==> config.mk <==
export PLATFORM = sky130hd
export DESIGN_NAME = span_coverage_buffer
export DESIGN_NICKNAME = d
export VERILOG_FILES = /design/src/design/span_cov_pkg.sv /design/src/design/span_coverage_buffer.sv /design/src/design/span_cov_ctrl.sv /design/src/design/span_cov_dp.sv
export SDC_FILE = /design/constraint.sdc
export NUM_CORES = 2
export LEC_CHECK = 0
export BUFFER_PORTS_ARGS = -buffer_cell sky130_fd_sc_hd__buf_2
export CAP_MARGIN = 15
export CORE_UTILIZATION = 61
export CTS_BUF_LIST = sky130_fd_sc_hd__clkbuf_8
export CTS_CLUSTER_SIZE = 28
export DETAILED_ROUTE_END_ITERATION = 16
export GPL_TIMING_DRIVEN = 0
export PLACE_DENSITY = 0.77
export SYNTH_ARGS = -nofsm -noshare
export SYNTH_HDL_FRONTEND = slang
export SYNTH_SLANG_ARGS = --single-unit
==> constraint.sdc <==
create_clock -name clk -period 5.5 [get_ports clk]
set_input_delay 0.825 -clock clk [delete_from_list [all_inputs] [get_ports clk]]
set_output_delay 0.825 -clock clk [all_outputs]
set_load 0.01 [all_outputs]
==> src/design/span_cov_pkg.sv <==
// span_cov_pkg: shared types and constants for the span coverage buffer
// used by span_cov_ctrl, span_cov_dp and span_coverage_buffer; no dependencies
package span_cov_pkg;

  localparam int COL_W            = 10;
  localparam int LINK_W           = 7;
  localparam int DEF_SCREEN_COLS  = 320;
  localparam int DEF_POOL_ENTRIES = 64;

  localparam logic [LINK_W-1:0] NIL_LINK = 7'h7F;

  // request transaction
  typedef struct packed {
    logic             req_type;
    logic [COL_W-1:0] range_start;
    logic [COL_W-1:0] range_end;
    logic             solid;
  } span_req_t;

  // result transaction
  typedef struct packed {
    logic [COL_W-1:0] frag_start;
    logic [COL_W-1:0] frag_end;
    logic             no_fragment;
    logic             pool_overflow;
    logic             last;
  } span_rsp_t;

  // how the request range relates to the entry under the walk
  typedef enum logic [2:0] {
    KIND_SKIP,
    KIND_TRIM_R,
    KIND_SPLIT,
    KIND_STOP,
    KIND_COVER,
    KIND_TRIM_L
  } span_kind_t;

  // controller to datapath commands
  typedef struct packed {
    logic load;
    logic clr_start;
    logic clr_step;
    logic eval;
    logic split_fin;
    logic fix;
    logic finish;
  } span_cmd_t;

  // datapath to controller status
  typedef struct packed {
    logic       req_clear;
    logic       req_range_ok;
    logic       walk_more;
    logic       hold;
    span_kind_t kind;
    logic       solid;
    logic       free_ok;
    logic       prev_ok;
    logic       out_free;
    logic       clr_last;
  } span_stat_t;

endpackage

==> src/design/span_coverage_buffer.sv <==
// span_coverage_buffer: clear is an accept step plus a sweep over every pool entry, no transaction.
// query: a load step, a step per entry walked, a step if the walk runs off the list or hits the
// step limit, a step per freed entry with a predecessor, a step for a split and a step to close,
// plus result stalls. results trail the walk by one slot so the last flag is known; one pool read
// port sets the walk rate; the next item is accepted once the final transaction is registered.
// after reset both lists are empty until the first clear; pool contents are undefined until written.
module span_coverage_buffer #(
  parameter int SCREEN_COLS  = span_cov_pkg::DEF_SCREEN_COLS,
  parameter int POOL_ENTRIES = span_cov_pkg::DEF_POOL_ENTRIES
) (
  input  logic                    clk,
  input  logic                    rst,
  input  logic                    req_valid,
  output logic                    req_stall,
  input  span_cov_pkg::span_req_t req_data,
  output logic                    rsp_valid,
  input  logic                    rsp_stall,
  output span_cov_pkg::span_rsp_t rsp_data
);

  span_cov_pkg::span_cmd_t  cmd;
  span_cov_pkg::span_stat_t stat;

  // sequencer
  span_cov_ctrl u_ctrl (
    .clk       (clk),
    .rst       (rst),
    .req_valid (req_valid),
    .req_stall (req_stall),
    .stat      (stat),
    .cmd       (cmd)
  );

  // pool and walk datapath
  span_cov_dp #(
    .SCREEN_COLS  (SCREEN_COLS),
    .POOL_ENTRIES (POOL_ENTRIES)
  ) u_dp (
    .clk       (clk),
    .rst       (rst),
    .req_data  (req_data),
    .rsp_valid (rsp_valid),
    .rsp_stall (rsp_stall),
    .rsp_data  (rsp_data),
    .cmd       (cmd),
    .stat      (stat)
  );

endmodule

==> src/design/span_cov_ctrl.sv <==
// span_cov_ctrl: sequencer for clear sweeps and list walks
// depends on span_cov_pkg for command, status and kind types
module span_cov_ctrl (
  input  logic                   clk,
  input  logic                   rst,
  input  logic                   req_valid,
  output logic                   req_stall,
  input  span_cov_pkg::span_stat_t stat,
  output span_cov_pkg::span_cmd_t  cmd
);

  typedef enum logic [5:0] {
    S_IDLE  = 6'b000001,
    S_CLEAR = 6'b000010,
    S_WALK  = 6'b000100,
    S_SPLIT = 6'b001000,
    S_FIX   = 6'b010000,
    S_DONE  = 6'b100000
  } state_t;

  state_t state;
  state_t state_next;
  logic   accept;

  assign req_stall = (state != S_IDLE);
  assign accept    = req_valid && (state == S_IDLE);

  // next state and commands
  always_comb begin
    state_next = state;
    cmd        = '0;
    unique case (state)
      S_IDLE: begin
        if (accept) begin
          if (stat.req_clear) begin
            cmd.clr_start = 1'b1;
            state_next    = S_CLEAR;
          end else begin
            cmd.load   = 1'b1;
            state_next = stat.req_range_ok ? S_WALK : S_DONE;
          end
        end
      end
      S_CLEAR: begin
        cmd.clr_step = 1'b1;
        if (stat.clr_last) begin
          state_next = S_IDLE;
        end
      end
      S_WALK: begin
        if (!stat.walk_more) begin
          state_next = S_DONE;
        end else if (!stat.hold) begin
          cmd.eval = 1'b1;
          unique case (stat.kind) inside
            span_cov_pkg::KIND_SKIP, span_cov_pkg::KIND_TRIM_R: begin
              state_next = S_WALK;
            end
            span_cov_pkg::KIND_SPLIT: begin
              state_next = (stat.solid && stat.free_ok) ? S_SPLIT : S_DONE;
            end
            span_cov_pkg::KIND_COVER: begin
              state_next = (stat.solid && stat.prev_ok) ? S_FIX : S_WALK;
            end
            default: begin
              state_next = S_DONE;
            end
          endcase
        end
      end
      S_SPLIT: begin
        cmd.split_fin = 1'b1;
        state_next    = S_DONE;
      end
      S_FIX: begin
        cmd.fix    = 1'b1;
        state_next = S_WALK;
      end
      S_DONE: begin
        if (stat.out_free) begin
          cmd.finish = 1'b1;
          state_next = S_IDLE;
        end
      end
      default: begin
        state_next = S_IDLE;
      end
    endcase
  end

  // state register
  always_ff @(posedge clk) begin
    if (rst) begin
      state <= S_IDLE;
    end else begin
      state <= state_next;
    end
  end

  // a walk step never runs while a result would be lost
  assert property (@(posedge clk) disable iff (rst) cmd.eval |-> !stat.hold)
    else $error("walk step issued while result path is blocked");

  // a split that takes an entry is always completed next cycle
  assert property (@(posedge clk) disable iff (rst)
    (cmd.eval && stat.kind == span_cov_pkg::KIND_SPLIT && stat.solid && stat.free_ok)
    |=> cmd.split_fin)
    else $error("split allocation not completed");

  // a clear sweep ends back in idle
  assert property (@(posedge clk) disable iff (rst)
    (cmd.clr_step && stat.clr_last) |=> !req_stall)
    else $error("clear sweep did not return to idle");

endmodule

==> src/design/span_cov_dp.sv <==
// span_cov_dp: entry pool memories, walk registers, free list and result slots
// depends on span_cov_pkg; driven by span_cov_ctrl commands
module span_cov_dp #(
  parameter int SCREEN_COLS  = span_cov_pkg::DEF_SCREEN_COLS,
  parameter int POOL_ENTRIES = span_cov_pkg::DEF_POOL_ENTRIES
) (
  input  logic                     clk,
  input  logic                     rst,
  input  span_cov_pkg::span_req_t  req_data,
  output logic                     rsp_valid,
  input  logic                     rsp_stall,
  output span_cov_pkg::span_rsp_t  rsp_data,
  input  span_cov_pkg::span_cmd_t  cmd,
  output span_cov_pkg::span_stat_t stat
);

  localparam int COL_W  = span_cov_pkg::COL_W;
  localparam int LINK_W = span_cov_pkg::LINK_W;
  localparam int IDX_W  = $clog2(POOL_ENTRIES);
  localparam int STEP_W = $clog2(POOL_ENTRIES + 1);

  localparam logic [LINK_W-1:0] NIL       = span_cov_pkg::NIL_LINK;
  localparam logic [LINK_W-1:0] POOL_LIM  = LINK_W'(POOL_ENTRIES);
  localparam logic [COL_W-1:0]  FULL_END  = COL_W'(SCREEN_COLS - 1);
  localparam logic [IDX_W-1:0]  LAST_IDX  = IDX_W'(POOL_ENTRIES - 1);
  localparam logic [STEP_W-1:0] STEP_LIM  = STEP_W'(POOL_ENTRIES);

  // entry pool
  logic [COL_W-1:0]  mem_start [POOL_ENTRIES];
  logic [COL_W-1:0]  mem_end   [POOL_ENTRIES];
  logic [LINK_W-1:0] mem_link  [POOL_ENTRIES];
  logic [COL_W-1:0]  q_start;
  logic [COL_W-1:0]  q_end;
  logic [LINK_W-1:0] q_link;
  logic [IDX_W-1:0]  rd_addr;

  logic              we_start, we_end, we_link;
  logic [IDX_W-1:0]  wa_start, wa_end, wa_link;
  logic [COL_W-1:0]  wd_start, wd_end;
  logic [LINK_W-1:0] wd_link;

  // walk and list registers
  logic [COL_W-1:0]  xs, xe;
  logic              solid;
  logic [LINK_W-1:0] cur, cur_next;
  logic [LINK_W-1:0] prev, prev_next;
  logic [STEP_W-1:0] steps;
  logic [LINK_W-1:0] open_head, open_head_next;
  logic [LINK_W-1:0] free_head, free_head_next;
  logic [IDX_W-1:0]  clr_idx;
  logic [IDX_W-1:0]  sp_addr;
  logic [COL_W-1:0]  sp_end;
  logic [LINK_W-1:0] sp_link;

  // result slots
  span_cov_pkg::span_rsp_t pend, out, res, fin;
  logic                    pend_valid, out_valid, res_valid, out_free;

  span_cov_pkg::span_kind_t kind;
  logic                     free_ok, prev_ok;

  assign free_ok  = free_head < POOL_LIM;
  assign prev_ok  = prev < POOL_LIM;
  assign out_free = !out_valid || !rsp_stall;

  // classify the entry under the walk
  always_comb begin
    if (q_end <= xs) begin
      kind = span_cov_pkg::KIND_SKIP;
    end else if (q_start < xs) begin
      kind = (q_end <= xe) ? span_cov_pkg::KIND_TRIM_R : span_cov_pkg::KIND_SPLIT;
    end else if (q_start >= xe) begin
      kind = span_cov_pkg::KIND_STOP;
    end else if (q_end <= xe) begin
      kind = span_cov_pkg::KIND_COVER;
    end else begin
      kind = span_cov_pkg::KIND_TRIM_L;
    end
  end

  // status to controller
  always_comb begin
    stat              = '0;
    stat.req_clear    = req_data.req_type;
    stat.req_range_ok = req_data.range_start < req_data.range_end;
    stat.walk_more    = (cur < POOL_LIM) && (steps != STEP_LIM);
    stat.hold         = pend_valid && !out_free;
    stat.kind         = kind;
    stat.solid        = solid;
    stat.free_ok      = free_ok;
    stat.prev_ok      = prev_ok;
    stat.out_free     = out_free;
    stat.clr_last     = clr_idx == LAST_IDX;
  end

  // visible fragment of one walk step
  always_comb begin
    res_valid         = 1'b0;
    res               = '0;
    if (cmd.eval) begin
      case (kind)
        span_cov_pkg::KIND_TRIM_R: begin
          res_valid      = 1'b1;
          res.frag_start = xs;
          res.frag_end   = q_end;
        end
        span_cov_pkg::KIND_SPLIT: begin
          res_valid         = 1'b1;
          res.frag_start    = xs;
          res.frag_end      = xe;
          res.pool_overflow = solid && !free_ok;
        end
        span_cov_pkg::KIND_COVER: begin
          res_valid      = 1'b1;
          res.frag_start = q_start;
          res.frag_end   = q_end;
        end
        span_cov_pkg::KIND_TRIM_L: begin
          res_valid      = 1'b1;
          res.frag_start = q_start;
          res.frag_end   = xe;
        end
        default: begin
          res_valid = 1'b0;
        end
      endcase
    end
  end

  // final transaction of a request
  always_comb begin
    fin = pend;
    if (!pend_valid) begin
      fin             = '0;
      fin.no_fragment = 1'b1;
    end
    fin.last = 1'b1;
  end

  // pointer updates
  always_comb begin
    cur_next       = cur;
    prev_next      = prev;
    open_head_next = open_head;
    free_head_next = free_head;
    if (cmd.load) begin
      cur_next  = open_head;
      prev_next = NIL;
    end else if (cmd.clr_start) begin
      open_head_next = '0;
      free_head_next = LINK_W'(1);
    end else if (cmd.eval) begin
      case (kind)
        span_cov_pkg::KIND_SKIP, span_cov_pkg::KIND_TRIM_R: begin
          prev_next = cur;
          cur_next  = q_link;
        end
        span_cov_pkg::KIND_COVER: begin
          cur_next = q_link;
          if (solid) begin
            if (!prev_ok) begin
              open_head_next = q_link;
            end
            free_head_next = cur;
          end else begin
            prev_next = cur;
          end
        end
        default: begin
          cur_next = cur;
        end
      endcase
    end else if (cmd.split_fin) begin
      free_head_next = q_link;
    end
  end

  // read address follows the entry the next cycle looks at
  always_comb begin
    if (cmd.load) begin
      rd_addr = open_head[IDX_W-1:0];
    end else if (cmd.eval && kind == span_cov_pkg::KIND_SPLIT) begin
      rd_addr = free_head[IDX_W-1:0];
    end else begin
      rd_addr = cur_next[IDX_W-1:0];
    end
  end

  // pool write ports
  always_comb begin
    we_start = 1'b0;
    we_end   = 1'b0;
    we_link  = 1'b0;
    wa_start = cur[IDX_W-1:0];
    wa_end   = cur[IDX_W-1:0];
    wa_link  = cur[IDX_W-1:0];
    wd_start = xe;
    wd_end   = xs;
    wd_link  = free_head;
    if (cmd.clr_step) begin
      we_link  = 1'b1;
      wa_link  = clr_idx;
      wd_link  = (clr_idx == '0 || clr_idx == LAST_IDX) ? NIL
                                                      : LINK_W'(clr_idx) + LINK_W'(1);
      we_start = clr_idx == '0;
      we_end   = clr_idx == '0;
      wa_start = '0;
      wa_end   = '0;
      wd_start = '0;
      wd_end   = FULL_END;
    end else if (cmd.eval && solid) begin
      case (kind)
        span_cov_pkg::KIND_TRIM_R: begin
          we_end = 1'b1;
        end
        span_cov_pkg::KIND_SPLIT: begin
          we_end   = free_ok;
          we_link  = free_ok;
          we_start = free_ok;
          wa_start = free_head[IDX_W-1:0];
        end
        span_cov_pkg::KIND_COVER: begin
          we_link = 1'b1;
        end
        span_cov_pkg::KIND_TRIM_L: begin
          we_start = 1'b1;
        end
        default: begin
          we_link = 1'b0;
        end
      endcase
    end else if (cmd.split_fin) begin
      we_end  = 1'b1;
      wa_end  = sp_addr;
      wd_end  = sp_end;
      we_link = 1'b1;
      wa_link = sp_addr;
      wd_link = sp_link;
    end else if (cmd.fix) begin
      we_link = 1'b1;
      wa_link = prev[IDX_W-1:0];
      wd_link = cur;
    end
  end

  // pool memories with registered read
  always_ff @(posedge clk) begin
    if (we_start) begin
      mem_start[wa_start] <= wd_start;
    end
    if (we_end) begin
      mem_end[wa_end] <= wd_end;
    end
    if (we_link) begin
      mem_link[wa_link] <= wd_link;
    end
    q_start <= mem_start[rd_addr];
    q_end   <= mem_end[rd_addr];
    q_link  <= mem_link[rd_addr];
  end

  // control registers
  always_ff @(posedge clk) begin
    if (rst) begin
      cur        <= NIL;
      prev       <= NIL;
      steps      <= '0;
      open_head  <= NIL;
      free_head  <= NIL;
      clr_idx    <= '0;
      pend_valid <= 1'b0;
      out_valid  <= 1'b0;
    end else begin
      cur       <= cur_next;
      prev      <= prev_next;
      open_head <= open_head_next;
      free_head <= free_head_next;
      if (cmd.load) begin
        steps <= '0;
      end else if (cmd.eval) begin
        steps <= steps + STEP_W'(1);
      end
      if (cmd.clr_start) begin
        clr_idx <= '0;
      end else if (cmd.clr_step) begin
        clr_idx <= clr_idx + IDX_W'(1);
      end
      if (cmd.finish) begin
        pend_valid <= 1'b0;
      end else if (res_valid) begin
        pend_valid <= 1'b1;
      end
      if (cmd.finish || (res_valid && pend_valid)) begin
        out_valid <= 1'b1;
      end else if (!rsp_stall) begin
        out_valid <= 1'b0;
      end
    end
  end

  // payload registers
  always_ff @(posedge clk) begin
    if (cmd.load) begin
      xs    <= req_data.range_start;
      xe    <= req_data.range_end;
      solid <= req_data.solid;
    end
    if (cmd.eval && kind == span_cov_pkg::KIND_SPLIT) begin
      sp_addr <= free_head[IDX_W-1:0];
      sp_end  <= q_end;
      sp_link <= q_link;
    end
    if (res_valid) begin
      pend <= res;
    end
    if (cmd.finish) begin
      out <= fin;
    end else if (res_valid && pend_valid) begin
      out <= pend;
    end
  end

  assign rsp_valid = out_valid;
  assign rsp_data  = out;

  // an empty answer is always the only and final transaction with zero columns
  assert property (@(posedge clk) disable iff (rst)
    (rsp_valid && rsp_data.no_fragment)
    |-> (rsp_data.last && rsp_data.frag_start == '0 && rsp_data.frag_end == '0))
    else $error("no-fragment result malformed");

  // the final transaction is only built when the output slot can take it
  assert property (@(posedge clk) disable iff (rst) cmd.finish |-> out_free)
    else $error("finish while output slot is occupied");

  // every reported fragment is a non-empty column range
  assert property (@(posedge clk) disable iff (rst)
    res_valid |-> (res.frag_start < res.frag_end))
    else $error("empty fragment reported");

endmodule
After elaboration in Yosys (flattened, before gate mapping) --
Memory sizes are Yosys's and may differ from the RTL's. A register that Yosys moved wholly into a read port is not among the register bits. Index checks and enable logic that the tools add are counted.
Cells by class: add/subtract/negate cells 3, order comparisons 8, equality and inequality tests 23, multiplexer cells 91, bitwise logic cells 2, reductions and logical operators 38
Operators by type and width (count):
- two-way mux 7 bit | 20
- two-way mux 6 bit | 20
- one-hot mux 20 bit (4 select lines) | 1
- two-way mux 23 bit | 3
- two-way mux 10 bit | 4
- one-hot mux 6 bit (6 select lines) | 1
- two-way mux 1 bit | 30
- < comparator 7 bit (second input constant) | 3
- less-or-equal comparator 10 bit | 2
- < comparator 10 bit | 2
- one-hot mux 6 bit (3 select lines) | 1
- one-hot mux 7 bit (2 select lines) | 1
- nonzero test 2 bit | 7
- == test 6 bit (second input constant) | 2
- AND reduction 4 bit | 3
- greater-or-equal comparator 10 bit | 1
- logical AND 1 bit | 9
- two-way mux 3 bit | 3
- != test 3 bit (second input constant) | 3
- != test 2 x 1 -> 1 bit (second input constant) | 4
- OR reduction 2 bit | 4
- adder 6 x 1 -> 7 bit (second input constant) | 1
- adder 7 x 1 -> 7 bit (second input constant) | 1
- != test 7 bit (second input constant) | 1
- 25 further kinds | 38
Word-level totals: register bits 137, memory bits (writable) 1728, bits of input ports 26, output and inout bits 25, logic and storage cells 192, memories kept 3
Memories:
- u_dp.mem_end | depth 64, bits a word 10, read ports 1, clocked after Yosys merged registers in 1, write ports 1, RTL line span_cov_dp.sv:30 | logic [COL_W-1:0] mem_end [POOL_ENTRIES];
- u_dp.mem_start | depth 64, bits a word 10, read ports 1, clocked after Yosys merged registers in 1, write ports 1, RTL line span_cov_dp.sv:29 | logic [COL_W-1:0] mem_start [POOL_ENTRIES];
- u_dp.mem_link | depth 64, bits a word 7, read ports 1, clocked after Yosys merged registers in 1, write ports 1, RTL line span_cov_dp.sv:31 | logic [LINK_W-1:0] mem_link [POOL_ENTRIES];

Longest topological paths before layout --
word-level depth 13, gate-level depth with buffers 20, gate-level depth less buffers 16

Cells and area by module --
Synthesis repeated with hierarchy kept, for this count alone.
Second synthesis, totals: cells, all modules 6493, area total of the unflattened synthesis 84911.4 um^2
By module, submodules not included:
- span_cov_dp | times used 1, cells each 6435, area an instance 84437.2 um^2, seq. area each 55923.6 um^2
- span_cov_ctrl | times used 1, cells each 58, area an instance 474.2 um^2, seq. area each 120.1 um^2

Worst setup path before layout --
OpenSTA, ideal clock, no wires.
kind register -> register, from register u_ctrl.state[4], to memory u_dp.mem_link[0][6] (data pin), setup time 0.701 ns, arrival time 3.798 ns, data required time 4.799 ns, setup slack 1.000 ns, cell stages (with the launch flop) 7, buffers on the path 3, clock period less this slack 4.500 ns, cells stage by stage dfxtp_1 > clkbuf_1 > nor3_1 > nand3_1 > clkbuf_1 > clkbuf_1 > o21ai_0
On the way: word-level cells in the longest chain between the ends 6, elaborated cells on any way between the ends 13, those cells by class eq/ne (4); mux (8); reduce/logical (1)
Ends and longest elaborated chain:
- start, declared | RTL line span_cov_ctrl.sv:21 | state_t state;
- start signal, assigned | RTL line span_cov_ctrl.sv:96 | state <= state_next;
- == test 6 x 5 -> 1 bit | RTL line span_cov_ctrl.sv:32 | unique case (state)
- two-way mux 1 bit | RTL line span_cov_ctrl.sv:32
- two-way mux 7 bit | RTL line span_cov_dp.sv:239 | end else if (cmd.fix) begin
- two-way mux 7 bit | RTL line span_cov_dp.sv:232 | end else if (cmd.split_fin) begin
- two-way mux 7 bit | RTL line span_cov_dp.sv:211 | end else if (cmd.eval && solid) begin
- two-way mux 7 bit * | RTL line span_cov_dp.sv:200 | if (cmd.clr_step) begin
- via u_dp.wd_link[6] | RTL line span_cov_dp.sv:40 | logic [LINK_W-1:0] wd_link;
- end, declared | RTL line span_cov_dp.sv:31
Mark *: on every way through the listed nets, which the timed path passes. The rest lies on a longest branch.

Worst setup path in the final report --
from register u_dp.xs[6], to memory u_dp.mem_end[33][0] (enable)
On the way: word-level cells in the longest chain between the ends 9, elaborated cells on any way between the ends 11, those cells by class order compare (2); eq/ne (2); mux (7)
Ends and longest elaborated chain:
- start, declared | RTL line span_cov_dp.sv:43 | logic [COL_W-1:0] xs, xe;
- start signal, assigned | RTL line span_cov_dp.sv:304 | xs <= req_data.range_start;
- < comparator 10 bit | RTL line span_cov_dp.sv:70 | end else if (q_start < xs) begin
- two-way mux 3 bit | RTL line span_cov_dp.sv:70
- two-way mux 3 bit * | RTL line span_cov_dp.sv:68 | if (q_end <= xs) begin
- == test 3 x 2 -> 1 bit or == test 3 x 1 -> 1 bit (tied branches) | RTL line span_cov_dp.sv:212 | case (kind)
- one-hot mux 1 bit (2 select lines) * | RTL line span_cov_dp.sv:212
- two-way mux 1 bit * | RTL line span_cov_dp.sv:211
- two-way mux 1 bit * | RTL line span_cov_dp.sv:200
- two-way mux 1 bit * | RTL line span_cov_dp.sv:251 | if (we_end) begin
- two-way mux 1 bit (implied by the code) * | RTL line span_cov_dp.sv:252 | mem_end[wa_end] <= wd_end;
- end, declared | RTL line span_cov_dp.sv:30
Mark *: on every way between the ends. The rest lies on a longest branch, timed or not.

==> flow_metrics.py <==
metrics = {
    "layout": {
        "finalNonFillerCells": 7120,
        "seq_area_sq_um": 56000,
        "final_net_count": 5357,
        "n_fill_cell": 7713,
        "final_common_cell": "edfxtp_1",
        "multiInputGateArea_sq_um": 19100,
        "design_area_sq_um": 85900,
        "layout_common_cells": "edfxtp_1, nand2_1, clkbuf_8",
        "area_growth_syn_to_layout_pct": 13.5,
        "postLayoutCoreUtil_pct": 70.1,
        "drive_gt1_share_pct": 19.8,
    },
    "setup_path": {
        "crit_path_start": "u_dp.xs[6]$_DFFE_PP_",
        "cp.required_ps": 6120,
        "criticalPathCategory": "reg2reg",
        "r2r-end": "u_dp.mem_end[33][0]$_DFFE_PP_",
        "cp.arrival_ps": 6230,
        "end_kind": "register",
        "crit_chain": "inv_1 -> ha_1 -> nand2_1 -> or2_2 -> o2111ai_1 -> and2_1 -> and2_1 -> buf_2 -> nand4_1 -> a21oi_1 -> nand3_1 -> nor2_1",
        "rrSetupSlack_ps": -110,
        "startpoint_type": "register",
        "rr_worst_depth": 12,
        "cp_common_cell": "and2_1",
        "crit_end": "u_dp.mem_end[33][0]$_DFFE_PP_",
        "timing.rr.start": "u_dp.xs[6]$_DFFE_PP_",
        "cp_slowest_stage_delay_ps": 1260,
        "crit_path_top_delay_cell": "nor2_1",
        "critPathMaxFanout": 10,
    },
    "cts": {
        "root_buffer": "clkbuf_8",
        "h-tree-depth": 5,
        "cts_tree": "built",
        "cts_buffers": 311,
        "clk_pin_slew_ps": 60,
        "cts_num_sinks": 1892,
        "clock_path_buffers": 4,
        "clk_latency_ps": 1030,
    },
    "synthesis": {
        "syn_inst": 4804,
        "yosysUniqueCellTypes": 78,
        "synth_flop_cell": "edfxtp_1",
        "synth_seq_cells": 1892,
        "async_flop_share_pct": 0,
        "netlist_area_sq_um": 75700,
        "syn_area_per_cell_sq_um": 15.8,
        "syn_nets": 4882,
        "ys_seq_area_share_pct": 74.0,
        "synth_warnings": 0,
        "synth-edff-count": 1815,
    },
    "timing": {
        "finalSetupTns_ps": -1650,
        "relSlewSlack_pct": 2.67,
        "setup_viol": 32,
        "fin_crit_ps": 5610,
        "drv_slew": 0,
        "fmax_mhz": 178,
        "fin_hold_ws_ps": 48.9,
        "worst_pin_slew_ps": 1460,
        "finClkSkew_ps": 66.7,
        "min_period_over_period_pct": 102,
        "layout_setup_ws_ps": -111,
        "grt_setup_unrepaired": "true",
        "hold_viol_final": 0,
    },
    "floorplan": {
        "rows": 128,
        "core_area_sq_um": 123000,
        "die-height_um": 354,
        "start_util_pct": 61.8,
        "dieWidth_um": 354,
        "die_area_sq_um": 126000,
        "boundaryPins": 51,
    },
    "power": {
        "fin_total_pwr_mw": 30.7,
        "peakVddDrop_mv": 0.280,
        "total_leakage_power_nw": 28.7,
        "power.density_nw_per_um2": 358,
    },
    "drt": {
        "drc_errors": 0,
        "via_count": 48080,
        "avgViaCountPerCell": 6.75,
        "first_pass_iters": 9,
        "drtIter0Drc": 7933,
        "postRouteAntennaNets": 0,
        "wl_per_cell_um": 32.7,
        "routed_wl_mm": 233,
    },
    "global_route": {
        "antenna_found_initial": 12,
        "track_usage_pct": 36.9,
        "grt_max_degree": 65,
        "grt_overflow": 0,
        "grt_pass1_wl_mm": 325,
        "grt_pass1_vias": 46616,
    },
    "placement": {
        "port_buffers": 50,
        "place_area_sq_um": 79200,
        "dp_hpwl_mm": 160,
        "post-place-ws_ps": -798,
        "gp_congestion": 1.06,
        "place_inst": 6551,
    },
    "run_status": {
        "status": "complete, but fails checks",
        "violations": "setup timing",
    },
    "job": {
        "max_cap_violations": 0,
    },
    "min_path": {
        "hp-class": "in2reg",
    },
}
how the worst min path moves through the flow:
stage / end / from / depth (start not counted)
detailed placement: u_dp.sp_addr[5]$_DFFE_PP_ / u_dp.free_head[5]$_SDFFE_PP1P_ / 0
CTS: u_dp.xs[9]$_DFFE_PP_ / req_data[20] / 1
global placement: u_dp.sp_addr[5]$_DFFE_PP_ / u_dp.free_head[5]$_SDFFE_PP1P_ / 0
global route: u_dp.xe[6]$_DFFE_PP_ / req_data[7] / 1
finish: u_dp.xe[5]$_DFFE_PP_ / req_data[6] / 1
floorplan: u_dp.sp_addr[5]$_DFFE_PP_ / u_dp.free_head[5]$_SDFFE_PP1P_ / 0
timing repair:
| action | 4_1_cts | 5_1_grt |
|---|---|---|
| gates cloned | 1 | 0 |
| buffers inserted | 17 | 4 |
| hold buffers | 14 | 0 |
| endpoints found under the hold margin | 14 | 0 |
| resized for setup | 120 | 166 |
| pin swaps | 15 | 1 |
| endpoints found under the setup margin | 665 | 620 |
cell type report:
class,instances,share of cell area [%]
diodes,12,0.0350
plain buffers,277,1.73
clock buffers,319,5.11
clock inverters,198,1.08
inverters,48,0.214
multi-input cells,2587,22.3
flip-flops and latches,1892,65.2
well taps,1625,2.37
repair buffers,161,1.95
repair inverters,1,0.00583
synthesized netlist by cell type, types with 20 or more instances:
| master | n | share of area (%) |
|---|---|---|
| edfxtp_1 | 1815 | 72 |
| nand2_1 | 786 | 3.9 |
| nor2_1 | 271 | 1.3 |
| nand3_1 | 206 | 1.4 |
| mux4_2 | 203 | 6.0 |
| mux2i_1 | 143 | 1.9 |
| buf_2 | 124 | 0.82 |
| a21oi_1 | 110 | 0.73 |
| clkbuf_1 | 107 | 0.53 |
| a22oi_1 | 97 | 0.96 |
| a31oi_1 | 86 | 0.71 |
| dfxtp_1 | 77 | 2.0 |
| a211oi_1 | 70 | 0.69 |
| and3_1 | 61 | 0.50 |
| o21ai_0 | 57 | 0.38 |
| o2111ai_1 | 54 | 0.62 |
| ha_1 | 52 | 0.86 |
| a32oi_1 | 50 | 0.58 |
| o211ai_1 | 50 | 0.50 |
| inv_1 | 47 | 0.23 |
| and2_1 | 31 | 0.26 |
| o22ai_1 | 28 | 0.23 |
| a211o_1 | 25 | 0.29 |
| buf_4 | 24 | 0.24 |
| nor3_1 | 20 | 0.13 |
state kept, by name, summed over array words and instances (netlist names), 10 cells and up:
register	count
u_dp.mem_end	640
u_dp.mem_link	448
u_dp.mem_start	640
u_dp.pend	21
u_dp.q_end	10
u_dp.q_start	10
u_dp.rsp_data	23
u_dp.sp_end	10
u_dp.xe	10
u_dp.xs	10
worst max-delay path: cells and delay by family, from the launching register on:
family | cells | cell delay (ps)
simple gates | 7 | 3420
buf+inv | 2 | 360
compound gates | 2 | 650
fa+ha+maj | 1 | 320
flops | 1 | 460
cells by family after synthesis:
logic type / Yosys count / share of synthesized area [%]
buf+inv: 325 / 2.03
compound gates: 700 / 6.48
flops: 1892 / 74.0
simple gates: 1469 / 8.43
mux: 351 / 8.00
fa+ha+maj: 52 / 0.859
xor+xnor: 15 / 0.174
where the power goes:
part           switching (mW)  total (mW)  internal [mW]  leakage, nW
Sequential              0.182        16.3           16.1         16.8
Clock                    5.47        11.0           5.57         3.06
Combinational            2.42        3.44           1.03         8.77
Total                    8.07        30.7           22.7         28.7
metal layers:
metal	wire, um	global-route usage [%]
met2	105000	54.6
met3	31500	12.3
met1	79500	46.8
met5	39	0
met4	16900	24.4
Note: power is estimated with default switching activity, not from simulation.
